`config.mk`:
```
export PLATFORM = sky130hd
export DESIGN_NAME = sensor_frame_parser_core
export DESIGN_NICKNAME = d
export VERILOG_FILES = /design/src/design/sfp_pkg.sv /design/src/design/sfp_word_ram.sv /design/src/design/sensor_frame_parser_core.sv
export SDC_FILE = /design/constraint.sdc
export NUM_CORES = 1
export LEC_CHECK = 0
export BUFFER_PORTS_ARGS = -buffer_cell sky130_fd_sc_hd__buf_2
export CAP_MARGIN = 20
export CORE_MARGIN = 2
export CORE_UTILIZATION = 55
export DETAILED_ROUTE_END_ITERATION = 6
export GPL_TIMING_DRIVEN = 0
export PLACE_DENSITY = 0.8
export SYNTH_ARGS = -nofsm -noshare
export SYNTH_HDL_FRONTEND = slang
export SYNTH_SLANG_ARGS = --single-unit
export TNS_END_PERCENT = 100
```
`constraint.sdc`:
```
create_clock -name clk_i -period 7.67 [get_ports clk_i]
set_clock_uncertainty 0.1 [all_clocks]
set_input_delay 0.3835 -clock clk_i [delete_from_list [all_inputs] [get_ports clk_i]]
set_output_delay 0.3835 -clock clk_i [all_outputs]
set_load 0.02 [all_outputs]
```
`src/design/sfp_pkg.sv`:
```
// package for the sensor frame parser
// buffer sizing, start bytes, phase and status codes; no dependencies

package sfp_pkg;

  // byte buffer size of the frame store
  localparam int BufBytes  = 32;
  localparam int BufWords  = BufBytes / 2;
  localparam int WordAw    = $clog2(BufWords);
  // accepted length field never exceeds buffer plus checksum, nor sixteen words
  localparam int LenCapRaw = (BufBytes + 2 < 34) ? BufBytes + 2 : 34;
  localparam logic [5:0] LenCap = 6'(LenCapRaw);

  localparam logic [7:0] StartA = 8'h42;
  localparam logic [7:0] StartB = 8'h4D;

  // parser phases
  localparam logic [2:0] PH_HUNT_A = 3'd0;
  localparam logic [2:0] PH_HUNT_B = 3'd1;
  localparam logic [2:0] PH_LEN_HI = 3'd2;
  localparam logic [2:0] PH_LEN_LO = 3'd3;
  localparam logic [2:0] PH_DATA   = 3'd4;
  localparam logic [2:0] PH_CHK_HI = 3'd5;
  localparam logic [2:0] PH_CHK_LO = 3'd6;
  localparam logic [2:0] PH_EMIT   = 3'd7;

  // result status codes
  localparam logic [1:0] ST_WORD   = 2'd0;
  localparam logic [1:0] ST_CSUM   = 2'd1;
  localparam logic [1:0] ST_BADLEN = 2'd2;

endpackage

```
`src/design/sfp_word_ram.sv`:
```
// frame data store: one write port, one registered read port
// depends on sfp_pkg for depth and address width

module sfp_word_ram (
  input  logic                      clk_i,
  input  logic                      we_i,
  input  logic [sfp_pkg::WordAw-1:0] waddr_i,
  input  logic [15:0]               wdata_i,
  input  logic                      re_i,
  input  logic [sfp_pkg::WordAw-1:0] raddr_i,
  output logic [15:0]               rdata_o
);
  import sfp_pkg::*;

  logic [15:0] mem_q [BufWords];
  logic [15:0] rdata_q;

  always_ff @(posedge clk_i) begin
    if (we_i) begin
      mem_q[waddr_i] <= wdata_i;
    end
  end

  always_ff @(posedge clk_i) begin
    if (re_i) begin
      rdata_q <= mem_q[raddr_i];
    end
  end

  assign rdata_o = rdata_q;

endmodule

```
`src/design/sensor_frame_parser_core.sv`:
```
// sensor frame parser top level: byte hunt, length check, checksum, word output
// depends on sfp_pkg and sfp_word_ram
// latency: an error result is registered and presented in the cycle after the byte that causes it
// a good frame presents its first word through the store read register and the output register,
// then one word per cycle (up to 16) while the output is not stalled, set by the single read port of the word store
// throughput: one byte per cycle outside word output while the output is free; input stalls while words drain
// reset: async active low, returns to hunting, sum and counters zero, max_length 28

module sensor_frame_parser_core (
  input  logic        clk_i,
  input  logic        rst_ni,
  // configuration
  input  logic        cfg_we_i,
  input  logic [5:0]  cfg_wdata_i,
  // byte input
  input  logic        in_valid_i,
  output logic        in_stall_o,
  input  logic [7:0]  data_byte_i,
  // result output
  output logic        out_valid_o,
  input  logic        out_stall_i,
  output logic [1:0]  status_o,
  output logic [3:0]  word_index_o,
  output logic [15:0] word_value_o,
  output logic        last_o
);
  import sfp_pkg::*;

  // control state
  logic [2:0]  phase_q, phase_d;
  logic [5:0]  max_len_q;
  logic [15:0] sum_q, sum_d;
  logic [7:0]  chk_hi_q, chk_hi_d;     // received checksum high byte
  logic [7:0]  len_hi_q, len_hi_d;
  logic [5:0]  data_len_q, data_len_d;
  logic [5:0]  byte_cnt_q, byte_cnt_d;
  logic [7:0]  hi_byte_q, hi_byte_d;   // pending high byte of the current word
  logic [3:0]  em_idx_q, em_idx_d;     // word held in the read register
  logic [4:0]  em_words_q, em_words_d;

  // output register
  logic        out_valid_q, out_valid_d;
  logic [1:0]  out_status_q, out_status_d;
  logic [3:0]  out_idx_q, out_idx_d;
  logic [15:0] out_value_q, out_value_d;
  logic        out_last_q, out_last_d;

  // word store access
  logic              ram_we, ram_re;
  logic [WordAw-1:0] ram_waddr, ram_raddr;
  logic [15:0]       ram_wdata, ram_rdata;

  logic        in_acc, out_free;
  logic [5:0]  len_limit;
  logic        len_ok;
  logic [6:0]  words_sum;
  logic        last_byte;
  logic        em_last;

  assign out_free   = !out_valid_q || !out_stall_i;
  assign in_stall_o = (phase_q == PH_EMIT) || !out_free;
  assign in_acc     = in_valid_i && !in_stall_o;

  // effective length limit and check of the full 16-bit length field
  assign len_limit = (max_len_q > LenCap) ? LenCap : max_len_q;
  assign len_ok    = (len_hi_q == 8'h00) && (data_byte_i >= 8'd2)
                     && (data_byte_i <= {2'b00, len_limit});

  assign words_sum = {1'b0, data_len_q} + 7'd1;
  assign last_byte = (byte_cnt_q + 6'd1) == data_len_q;
  assign em_last   = ({1'b0, em_idx_q} + 5'd1) == em_words_q;

  always_comb begin
    phase_d      = phase_q;
    sum_d        = sum_q;
    chk_hi_d     = chk_hi_q;
    len_hi_d     = len_hi_q;
    data_len_d   = data_len_q;
    byte_cnt_d   = byte_cnt_q;
    hi_byte_d    = hi_byte_q;
    em_idx_d     = em_idx_q;
    em_words_d   = em_words_q;
    out_valid_d  = out_valid_q && out_stall_i;
    out_status_d = out_status_q;
    out_idx_d    = out_idx_q;
    out_value_d  = out_value_q;
    out_last_d   = out_last_q;
    ram_we       = 1'b0;
    ram_waddr    = byte_cnt_q[WordAw:1];
    ram_wdata    = {hi_byte_q, data_byte_i};
    ram_re       = 1'b0;
    ram_raddr    = '0;

    if (in_acc) begin
      case (phase_q)
        PH_HUNT_B: begin
          if (data_byte_i == StartB) begin
            sum_d   = sum_q + {8'h00, data_byte_i};
            phase_d = PH_LEN_HI;
          end else if (data_byte_i == StartA) begin
            sum_d = {8'h00, StartA};
          end else begin
            phase_d = PH_HUNT_A;
          end
        end
        PH_LEN_HI: begin
          sum_d    = sum_q + {8'h00, data_byte_i};
          len_hi_d = data_byte_i;
          phase_d  = PH_LEN_LO;
        end
        PH_LEN_LO: begin
          sum_d = sum_q + {8'h00, data_byte_i};
          if (!len_ok) begin
            // bad length: single error result, back to hunting
            out_valid_d  = 1'b1;
            out_status_d = ST_BADLEN;
            out_idx_d    = '0;
            out_value_d  = '0;
            out_last_d   = 1'b1;
            phase_d      = PH_HUNT_A;
          end else begin
            data_len_d = 6'(data_byte_i - 8'd2);
            byte_cnt_d = '0;
            phase_d    = (data_byte_i == 8'd2) ? PH_CHK_HI : PH_DATA;
          end
        end
        PH_DATA: begin
          sum_d      = sum_q + {8'h00, data_byte_i};
          byte_cnt_d = byte_cnt_q + 6'd1;
          if (!byte_cnt_q[0]) begin
            hi_byte_d = data_byte_i;
            // odd final byte goes out in the high half
            if (last_byte) begin
              ram_we    = 1'b1;
              ram_wdata = {data_byte_i, 8'h00};
            end
          end else begin
            ram_we = 1'b1;
          end
          if (last_byte) begin
            phase_d = PH_CHK_HI;
          end
        end
        PH_CHK_HI: begin
          chk_hi_d = data_byte_i;
          phase_d  = PH_CHK_LO;
        end
        PH_CHK_LO: begin
          phase_d = PH_HUNT_A;
          if ({chk_hi_q, data_byte_i} == sum_q) begin
            if (data_len_q != 6'd0) begin
              // start draining: prefetch word 0
              em_idx_d   = '0;
              em_words_d = words_sum[5:1];
              ram_re     = 1'b1;
              phase_d    = PH_EMIT;
            end
          end else begin
            out_valid_d  = 1'b1;
            out_status_d = ST_CSUM;
            out_idx_d    = '0;
            out_value_d  = '0;
            out_last_d   = 1'b1;
          end
        end
        default: begin
          // hunting the first start byte
          phase_d = PH_HUNT_A;
          if (data_byte_i == StartA) begin
            sum_d   = {8'h00, StartA};
            phase_d = PH_HUNT_B;
          end
        end
      endcase
    end

    // word output, one per cycle while the output register drains
    if (phase_q == PH_EMIT && out_free) begin
      out_valid_d  = 1'b1;
      out_status_d = ST_WORD;
      out_idx_d    = em_idx_q;
      out_value_d  = ram_rdata;
      out_last_d   = em_last;
      if (em_last) begin
        phase_d = PH_HUNT_A;
      end else begin
        em_idx_d  = em_idx_q + 4'd1;
        ram_re    = 1'b1;
        ram_raddr = WordAw'(em_idx_q + 4'd1);
      end
    end
  end

  always_ff @(posedge clk_i or negedge rst_ni) begin
    if (!rst_ni) begin
      phase_q     <= PH_HUNT_A;
      max_len_q   <= 6'd28;
      sum_q       <= '0;
      chk_hi_q    <= '0;
      len_hi_q    <= '0;
      data_len_q  <= '0;
      byte_cnt_q  <= '0;
      em_idx_q    <= '0;
      em_words_q  <= '0;
      out_valid_q <= 1'b0;
    end else begin
      phase_q     <= phase_d;
      if (cfg_we_i) begin
        max_len_q <= cfg_wdata_i;
      end
      sum_q       <= sum_d;
      chk_hi_q    <= chk_hi_d;
      len_hi_q    <= len_hi_d;
      data_len_q  <= data_len_d;
      byte_cnt_q  <= byte_cnt_d;
      em_idx_q    <= em_idx_d;
      em_words_q  <= em_words_d;
      out_valid_q <= out_valid_d;
    end
  end

  // payload registers
  always_ff @(posedge clk_i) begin
    hi_byte_q    <= hi_byte_d;
    out_status_q <= out_status_d;
    out_idx_q    <= out_idx_d;
    out_value_q  <= out_value_d;
    out_last_q   <= out_last_d;
  end

  sfp_word_ram u_store (
    .clk_i   (clk_i),
    .we_i    (ram_we),
    .waddr_i (ram_waddr),
    .wdata_i (ram_wdata),
    .re_i    (ram_re),
    .raddr_i (ram_raddr),
    .rdata_o (ram_rdata)
  );

  assign out_valid_o  = out_valid_q;
  assign status_o     = out_status_q;
  assign word_index_o = out_idx_q;
  assign word_value_o = out_value_q;
  assign last_o       = out_last_q;

  // no byte taken while words drain
  a_emit_stalls: assert property (@(posedge clk_i) disable iff (!rst_ni)
    (phase_q == PH_EMIT) |-> in_stall_o)
    else $error("byte accepted during word output");

  // drain index stays inside the frame
  a_emit_idx: assert property (@(posedge clk_i) disable iff (!rst_ni)
    (phase_q == PH_EMIT) |-> ({1'b0, em_idx_q} < em_words_q))
    else $error("word index past frame end");

  // data phase never runs past the length field
  a_data_cnt: assert property (@(posedge clk_i) disable iff (!rst_ni)
    (phase_q == PH_DATA) |-> (byte_cnt_q < data_len_q))
    else $error("data byte count overrun");

  // error results are single and last
  a_err_last: assert property (@(posedge clk_i) disable iff (!rst_ni)
    (out_valid_o && status_o != ST_WORD) |-> (last_o && word_index_o == 4'd0))
    else $error("error result not flagged last");

endmodule

```
# == Word-level counts from Yosys, hierarchy flattened ==
# Memories as Yosys holds them, arrays and structs flattened. A register that Yosys moved wholly into a read port is not among the register bits.
# Index checks and enable logic that the tools add are counted.
# word_totals
register_bits,94
latch_bits,0
ram_bits,256
romBits,0
input_bits,19
mem_count,1
# classes
add_sub_neg,6
n_mul,0
div,0
magnitude_cmp,3
eq_ne,18
shift,0
muxes,65
n_bitwise,2
n_reduce_logical,28
# memory_table
name,words,width,rd,rd_clocked_by_memory_dff,write_ports,line_no,source
u_store.mem_q,16,16,1,1,1,sfp_word_ram.sv:15,logic [15:0] mem_q [BufWords];
# ops
op,n
16-bit 2-to-1 mux,10
4-bit 2-to-1 mux,12
16-bit case mux with 3 select lines,1
16-bit case mux with 2 select lines,1
3-bit 2-to-1 mux,9
1-bit 2-to-1 mux,22
3-bit case mux with 6 select lines,1
16-bit by 8-bit adder with 16-bit output,1
16-bit == test,1
8-bit by 7-bit == test with 1-bit output (second input constant),2
6-bit by 1-bit adder with 6-bit output (second input constant),2
3-bit == test (second input constant),4
6-bit 2-to-1 mux,2
6-bit case mux with 2 select lines,1
4-bit AND reduction,3
3-bit AND reduction,3
8-bit by 2-bit == test with 1-bit output (second input constant),1
8-bit by 2-bit >= comparator with 1-bit output (second input constant),1
8-bit by 6-bit <= comparator with 1-bit output,1
8-bit zero test,1
4-bit case mux with 2 select lines,1
3-bit by 2-bit == test with 1-bit output (second input constant),2
6-bit == test,1
6-bit greater-than comparator (second input constant),1
20 further kinds,38

# == Depth between registers and ports, before layout ==
# Gate-level depths: netlist of run 1.
# logic_depth
word_depth,9
mapped_depth,13
ltp_nobuf,11

# == Modules after synthesis ==
# A second synthesis of run 1 with hierarchy kept.
# unflattened
hier_cells,936
area_unflattened_um2,15494.9
# by_module_without_submodules
module,n_inst,cells_per_inst,area_per_inst_um2
sfp_word_ram,1,432,10202.3
sensor_frame_parser_core,1,504,5292.6

# == Worst setup path after synthesis of run 1 ==
# OpenSTA, ideal clock, no wires.
# synth_path
path_kind,register to register
startpoint,register byte_cnt_q[0]
endpoint,"memory u_store.mem_q[4][0], enable pin"
setup_time_ns,0.430
t_arrival_ns,3.416
t_required_ns,7.140
path_slack_ns,3.724
stages_incl_launch_ff,9
path_buffers,1
synth_period_minus_slack_ns,3.946
path_cell_list,dfrtp_1 ha_1 xor2_1 xnor2_1 nand4_1 nor3_2 o21ai_2 buf_2 nor4_1
# synth_via
elab_chain_cells,8
# synth_rtl
item,line_no,source
"start, declared",sensor_frame_parser_core.sv:36,"logic [5:0] byte_cnt_q, byte_cnt_d;"
"start signal, assigned",sensor_frame_parser_core.sv:215,byte_cnt_q <= byte_cnt_d;
6-bit by 1-bit adder with 6-bit output,sensor_frame_parser_core.sv:70,assign last_byte = (byte_cnt_q + 6'd1) == data_len_q;
6-bit == test,sensor_frame_parser_core.sv:70,
1-bit 2-to-1 mux,sensor_frame_parser_core.sv:133,if (last_byte) begin
1-bit 2-to-1 mux (*),sensor_frame_parser_core.sv:130,if (!byte_cnt_q[0]) begin
1-bit 2-to-1 mux (*),sensor_frame_parser_core.sv:95,case (phase_q)
1-bit 2-to-1 mux (*),sensor_frame_parser_core.sv:94,if (in_acc) begin
1-bit 2-to-1 mux (*),sfp_word_ram.sv:19,if (we_i) begin
1-bit 2-to-1 mux (not written as such) (*),sfp_word_ram.sv:20,mem_q[waddr_i] <= wdata_i;
"end, declared",sfp_word_ram.sv:15,
# Every way passes the cells marked *; elsewhere a longest branch is shown, timed or not.

# == Worst setup path after layout of run 1 ==
# layout_path
startpoint,register byte_cnt_q[0]
endpoint,"memory u_store.mem_q[2][2], enable pin"
# The elaborated chain is that of the path after synthesis.

==> impl_metrics.yaml, run 1 <==
run_status:
  status: "finished, final reports clean"
timing:
  max_freq_mhz: 264
  drv_slew: 0
  setup_tns_ps: 0
  relSlewSlack: 0.309
  setup_viol: 0
  worst_slew_pin_slew_ps: 1040
  fin_ws_ps: 3890
  rsz0062_at_grt: "false"
  hold_viol_final: 0
  finalCritPeriodShare: 0.493
  fin_crit_ps: 3780
setup_path:
  crit_top_cell: "buf_4"
  startpoint: "byte_cnt_q[0]"
  critPathTopFamily: "simple AND/OR/NAND/NOR gates"
  rr_startpoint: "byte_cnt_q[0]"
  cp_max_fo: 7
  critPathKind: "register to register"
  crit_required_ps: 7790
  crit_path_start_kind: "register"
  cp_slowest_cell: "nor4b_2"
  cp.arrival_ps: 3900
  crit_buf_inv: 2
  end_kind: "register"
  slowest_delay_ps: 830
  crit_chain: "ha_1 > nand3_1 > xor2_1 > xnor2_1 > nor3_2 > o21ai_2 > nor4b_2 > buf_4 > buf_4"
power:
  cellPowerDensity_nw_per_um2: 267
  irDropWorstVdd_mv: 0.206
  p_leak_nw: 6.73
clocking:
  cts-resized-gates: 0
  clock_latency_ps: 530
  cts_buffer_depth: 3
  cts_inserted_buffers: 38
  cts_sinks: 366
  cts_root_buf: "clkbuf_16"
  h-tree-depth: 2
  cts_tree: "done"
  clkTransAtPathRegs_ps: 60
layout:
  final_common_cell: "edfxtp_1"
  final_cells: 1650
  final_cell_mix: "edfxtp_1, nand2_1, mux2i_1"
  finalNetCount: 1283
  syn_to_final_growth_pct: 14.9
  design_area_um2: 18100
  nFillCells: 1940
  drive_above_1_share: 0.186
  fin_util: 0.646
  n_antenna_cell: 0
synth:
  synth_top_cells_by_area: "edfxtp_1, dfrtp_1, mux2i_1"
  synth_seq_cells: 366
  synth_top_area_cell: "edfxtp_1"
  synth_top_area_frac: 0.574
  ys.flop_type: "edfxtp_1"
  syn_area_per_cell_um2: 14.0
  synth_area_um2: 15700
  yosysUniqueCellTypes: 75
  async_flop_share: 0.172
  synth_warnings: 0
  synth.yosys.seq_area_share: 0.677
  synthesis.nets: 1164
  syn_inst: 1125
  synth_edf_count: 301
place:
  hpwl_mm: 25.2
  io_buffers: 42
  placed_area_um2: 16800
  pre_cts_slack_ps: 3740
  dp.cells: 1574
  gp_congestion: 0.939
floorplanning:
  core_um2: 28000
  io_pins: 44
  die-area_um2: 30000
  die_h_um: 173
  start_util: 0.562
  die_w_um: 173
  rows: 61
detailed_routing:
  post_drt_wl_per_cell_um: 22.8
  drt_pass1_iterations: 6
  viasPerCell: 6.19
  drt_iter0_markers: 1176
  drc: 0
  finalWirelength_mm: 37.6
  via_count: 10200
  antenna_left: 0
global_routing:
  grt_max_degree: 64
  gr-total-overflow: 0
  grtUsageTotal: 0.252
  antenna_found_initial: 0
  grt_pass1_wl_mm: 57.8
  grt_pass1_vias: 10200
hold_path:
  hp-class: "input port to register"
  worstHoldStart: "data_byte_i[4]"
job:
  maxCapViolCount: 0
## registers in the layout, summed over array words and instances (netlist names), 4 cells and up
name and cells:
em_words_q 5, sum_q 16, word_index_o 4, em_idx_q 4, max_len_q 6, u_store.rdata_o 16, hi_byte_q 8, word_value_o 16
len_hi_q 8, u_store.mem_q 256, data_len_q 6, byte_cnt_q 6, chk_hi_q 8
## Yosys cell counts, types with 20 or more instances
cell      instances
nand2_1         118
o22ai_1          27
mux2i_1          66
mux2_2           27
clkbuf_1         34
nor2_1           25
xnor2_1          20
a31oi_1          29
dfrtp_1          60
nand3_1          24
and2_1           28
edfxtp_1        301
o21ai_0          49
a21oi_1          45
## area by class of cell
type                       count  area [um2]  share of cell area
timing repair buffer          79         551              0.0304
multi-input combinational    679        4840               0.267
sequential                   366       10700               0.589
buffer                        65         302              0.0167
clock buffer                  49        1010              0.0560
inverter                      15        56.3             0.00311
clock inverter                19         213              0.0118
tap                          378         473              0.0261
## metal layers
metal | vias up | global-route usage | routed length (um)
li1 | 4552 | - | -
met1 | 5007 | 0.338 | 14500
met2 | 551 | 0.415 | 18000
met3 | 104 | 0.0342 | 3400
met4 | 0 | 0.111 | 1630
met5 | - | 0 | 0
## report_power, final
part / internal (mW) / total (mW) / switching (mW)
Sequential: 2.22 / 2.28 / 0.0565
Clock: 1.07 / 1.81 / 0.740
Combinational: 0.282 / 0.741 / 0.459
## cell families (layout without fill, tap and decap cells)
group	Yosys count	count (layout)	share of synthesized area
xor+xnor	37	37	0.0215
compound gates	243	243	0.104
fa+ha+maj	20	20	0.0164
simple gates	277	277	0.0878
mux	102	102	0.0707
flops	366	366	0.677
buf+inv	80	227	0.0227
## worst paths after layout
kind / cells after the start / end / slack, ps
min in group asynchronous: 2 / sum_q[14] / 410
worst min-delay path: 1 / hi_byte_q[4] / 30
worst max register to register: 9 / u_store.mem_q[2][2] / 3890
worst max-delay path: 9 / u_store.mem_q[2][2] / 3890
worst min register to register: 2 / sum_q[3] / 390
max in group asynchronous: 2 / em_idx_q[2] / 6520
## metrics by stage
step	total power, mW	hold WS, ps
6_report	4.84	27.3
5_1_grt	5.00	23.7
4_1_cts	4.84	16.2
3_5_place_dp	3.05	378
3_3_place_gp	3.01	362
2_1_floorplan	2.83	-12.1
## repair_timing
item | 4_1_cts | 5_1_grt
endpoints found under the hold margin | 66 | 0
buffers inserted | 0 | 0
hold buffers | 7 | 0
Note: power is estimated with default switching activity, not from simulation.
==> run 2, diff against run 1 <==
Settings changed: ABC_AREA from default to 1.
Clock period 7.67 ns to 3.6 ns, I/O delays scaled along.
==> run 2 against run 1 <==
Effect of this change:
- first-iteration DRC count rose by 63%
- via count up 32%
- die area up 8.9%
- hold slack gained 170 ps
- critical endpoint is now u_store.mem_q[14][13]
- largest cell class unchanged
- highest routed layer unchanged
==> impl_metrics.yaml, run 2 <==
synth:
  synth_edf_count: 301
  synth_xor_area_frac: 0.0107
  synth.yosys.seq_area_share: 0.620
  synth_top_family_by_area: "simple AND/OR/NAND/NOR gates"
  synthesis.nets: 1776
  synth_top_area_frac: 0.526
  synth.most_common_cell: "edfxtp_1"
  synthTopCellsByCount: "edfxtp_1, inv_1, nand2_1, nand3_1"
  synthSimpleGateAreaFrac: 0.229
  synthMuxAreaShare: 0
  syn_inst: 1737
  yosysUniqueCellTypes: 41
  synth_adder_area_share: 0.0150
  ys.flop_type: "edfxtp_1"
  synth_top_area_cell: "edfxtp_1"
  synth_top_cells_by_area: "edfxtp_1, dfrtp_1, nand3_1"
  synth_warnings: 0
  async_flop_share: 0.172
  synth_area_um2: 17200
  synth_seq_cells: 366
  synth_compound_area_frac: 0.0337
  syn_area_per_cell_um2: 9.89
detailed_routing:
  post_drt_wl_per_cell_um: 20.0
  drt_iter0_markers: 1920
  drt_pass1_iterations: 7
  drc: 0
  finalWirelength_mm: 45.7
  viasPerCell: 5.89
  via_count: 13500
  antenna_left: 0
clocking:
  clock_latency_ps: 530
  clkTransAtPathRegs_ps: 60
  cts_inserted_buffers: 39
  cts_root_buf: "clkbuf_16"
  cts_tree: "done"
  cts_buffer_depth: 3
  cts_setup_buffers: 0
  cts_sinks: 366
  h-tree-depth: 2
setup_path:
  slowest_delay_ps: 690
  cp.arrival_ps: 3590
  critPathKind: "register to register"
  rr_startpoint: "byte_cnt_q[0]"
  r2r_slack_ps: 130
  cp_max_fo: 9
  crit_chain: "ha_1 > nand3_1 > xor2_1 > inv_1 > nand2_1 > nand3_1 > nor2_1 > nand2_1 > nand2_1 > nand2_1 > nor2_1 > nand2_1 > nor2_1 > buf_6"
  cp_slowest_cell: "nor2_1"
  rr_endpoint: "u_store.mem_q[14][13]"
  crit_top_cell: "nand2_1"
  crit_required_ps: 3720
  reg2reg_depth: 14
  crit_path_start_kind: "register"
  end_kind: "register"
global_routing:
  grt_max_degree: 64
  grtUsageTotal: 0.281
  grt_pass1_wl_mm: 71.1
  gr-total-overflow: 0
  antenna_found_initial: 0
  grt_pass1_vias: 13000
layout:
  final_cell_mix: "edfxtp_1, inv_1, nand2_1"
  nFillCells: 2287
  finalNetCount: 1904
  final_cells: 2288
  regMostFlops: "u_store.mem_q"
  n_antenna_cell: 0
  syn_to_final_growth_pct: 14.4
  design_area_um2: 19700
  drive_above_1_share: 0.133
  largest_reg_flops: 256
  final_common_cell: "edfxtp_1"
  fin_util: 0.641
floorplanning:
  die_w_um: 181
  core_um2: 30700
  die_h_um: 181
  die-area_um2: 32700
  rows: 64
  start_util: 0.560
  io_pins: 44
timing:
  relSlewSlack: 0.307
  fin_crit_ps: 3470
  finalCritPeriodShare: 0.963
  rsz0062_at_grt: "true"
  setup_tns_ps: 0
  worst_slew_pin_slew_ps: 1040
  drv_slew: 0
  max_freq_mhz: 289
  hold_viol_final: 0
  setup_viol: 0
place:
  dp.cells: 2201
  hpwl_mm: 31.6
  io_buffers: 43
  gp_congestion: 0.928
  placed_area_um2: 18200
job:
  maxCapViolCount: 0
run_status:
  status: "finished, final reports clean"
power:
  irDropWorstVdd_mv: 0.337
  p_leak_nw: 8.38
  cellPowerDensity_nw_per_um2: 453
hold_path:
  hp-class: "input port to asynchronous set/reset pin"
-- run 2: repair_timing --
action,in CTS,in global routing
resized for setup,1,5
hold buffers,19,0
hold endpoints to repair,88,0
setup endpoints to repair,16,60
gates cloned,0,0
-- run 2: worst max-delay path: cells and delay by family (launching register included) --
family	cells	cell delay, ps
buffers and inverters	2	330
flip-flops	1	450
AND/OR/NAND/NOR	10	1750
XOR/XNOR	1	270
adder cells (fa/ha/maj)	1	250
-- run 2: stage by stage --
| step | worst slack (ps) | hold WS (ps) | power, mW |
|---|---|---|---|
| final | 134 | 197 | 8.90 |
| after global routing | -85.7 | 289 | 9.12 |
| after CTS | 73.0 | 216 | 8.90 |
| after detailed placement | 13.8 | 220 | 4.96 |
| after global placement | -832 | 288 | 4.94 |
| after floorplan | 630 | -216 | 4.85 |
-- run 2: how the worst max path moves through the flow --
stage | from | end | cells after the start
global placement | phase_q[1] | u_store.mem_q[8][13] | 10
global route | byte_cnt_q[0] | u_store.mem_q[6][2] | 14
floorplan | out_valid_o | u_store.mem_q[0][14] | 8
CTS | phase_q[1] | u_store.mem_q[9][13] | 11
finish | byte_cnt_q[0] | u_store.mem_q[14][13] | 14
detailed placement | phase_q[1] | u_store.mem_q[14][15] | 10
-- run 2: logic make-up (layout without fill, tap and decap cells) --
logic type / Yosys count / after routing
compound gates: 109 / 109
buf+inv: 393 / 548
fa+ha+maj: 20 / 20
flops: 366 / 366
xor+xnor: 21 / 21
simple gates: 828 / 828
-- run 2: layout make-up --
type | instances | area (um2) | share of cell area
sequential | 366 | 10700 | 0.542
multi-input combinational | 978 | 4990 | 0.254
inverter | 304 | 1140 | 0.0581
clock buffer | 45 | 1010 | 0.0513
timing repair buffer | 87 | 686 | 0.0349
tap | 396 | 495 | 0.0252
buffer | 89 | 430 | 0.0219
clock inverter | 23 | 245 | 0.0125
-- run 2: routing by layer --
metal,global-route usage,part of all wire,up-vias
met5,0,0,-
met4,0.132,0.052,0
met3,0.0409,0.095,164
met2,0.457,0.47,814
met1,0.374,0.39,6374
li1,-,-,6115
-- run 2: report_power, final --
| group | switching [mW] | leakage (nW) | internal, mW |
|---|---|---|---|
| clock network | 1.64 | 0.614 | 2.37 |
| registers | 0.0201 | 3.41 | 4.59 |
| logic | 0.188 | 4.36 | 0.102 |
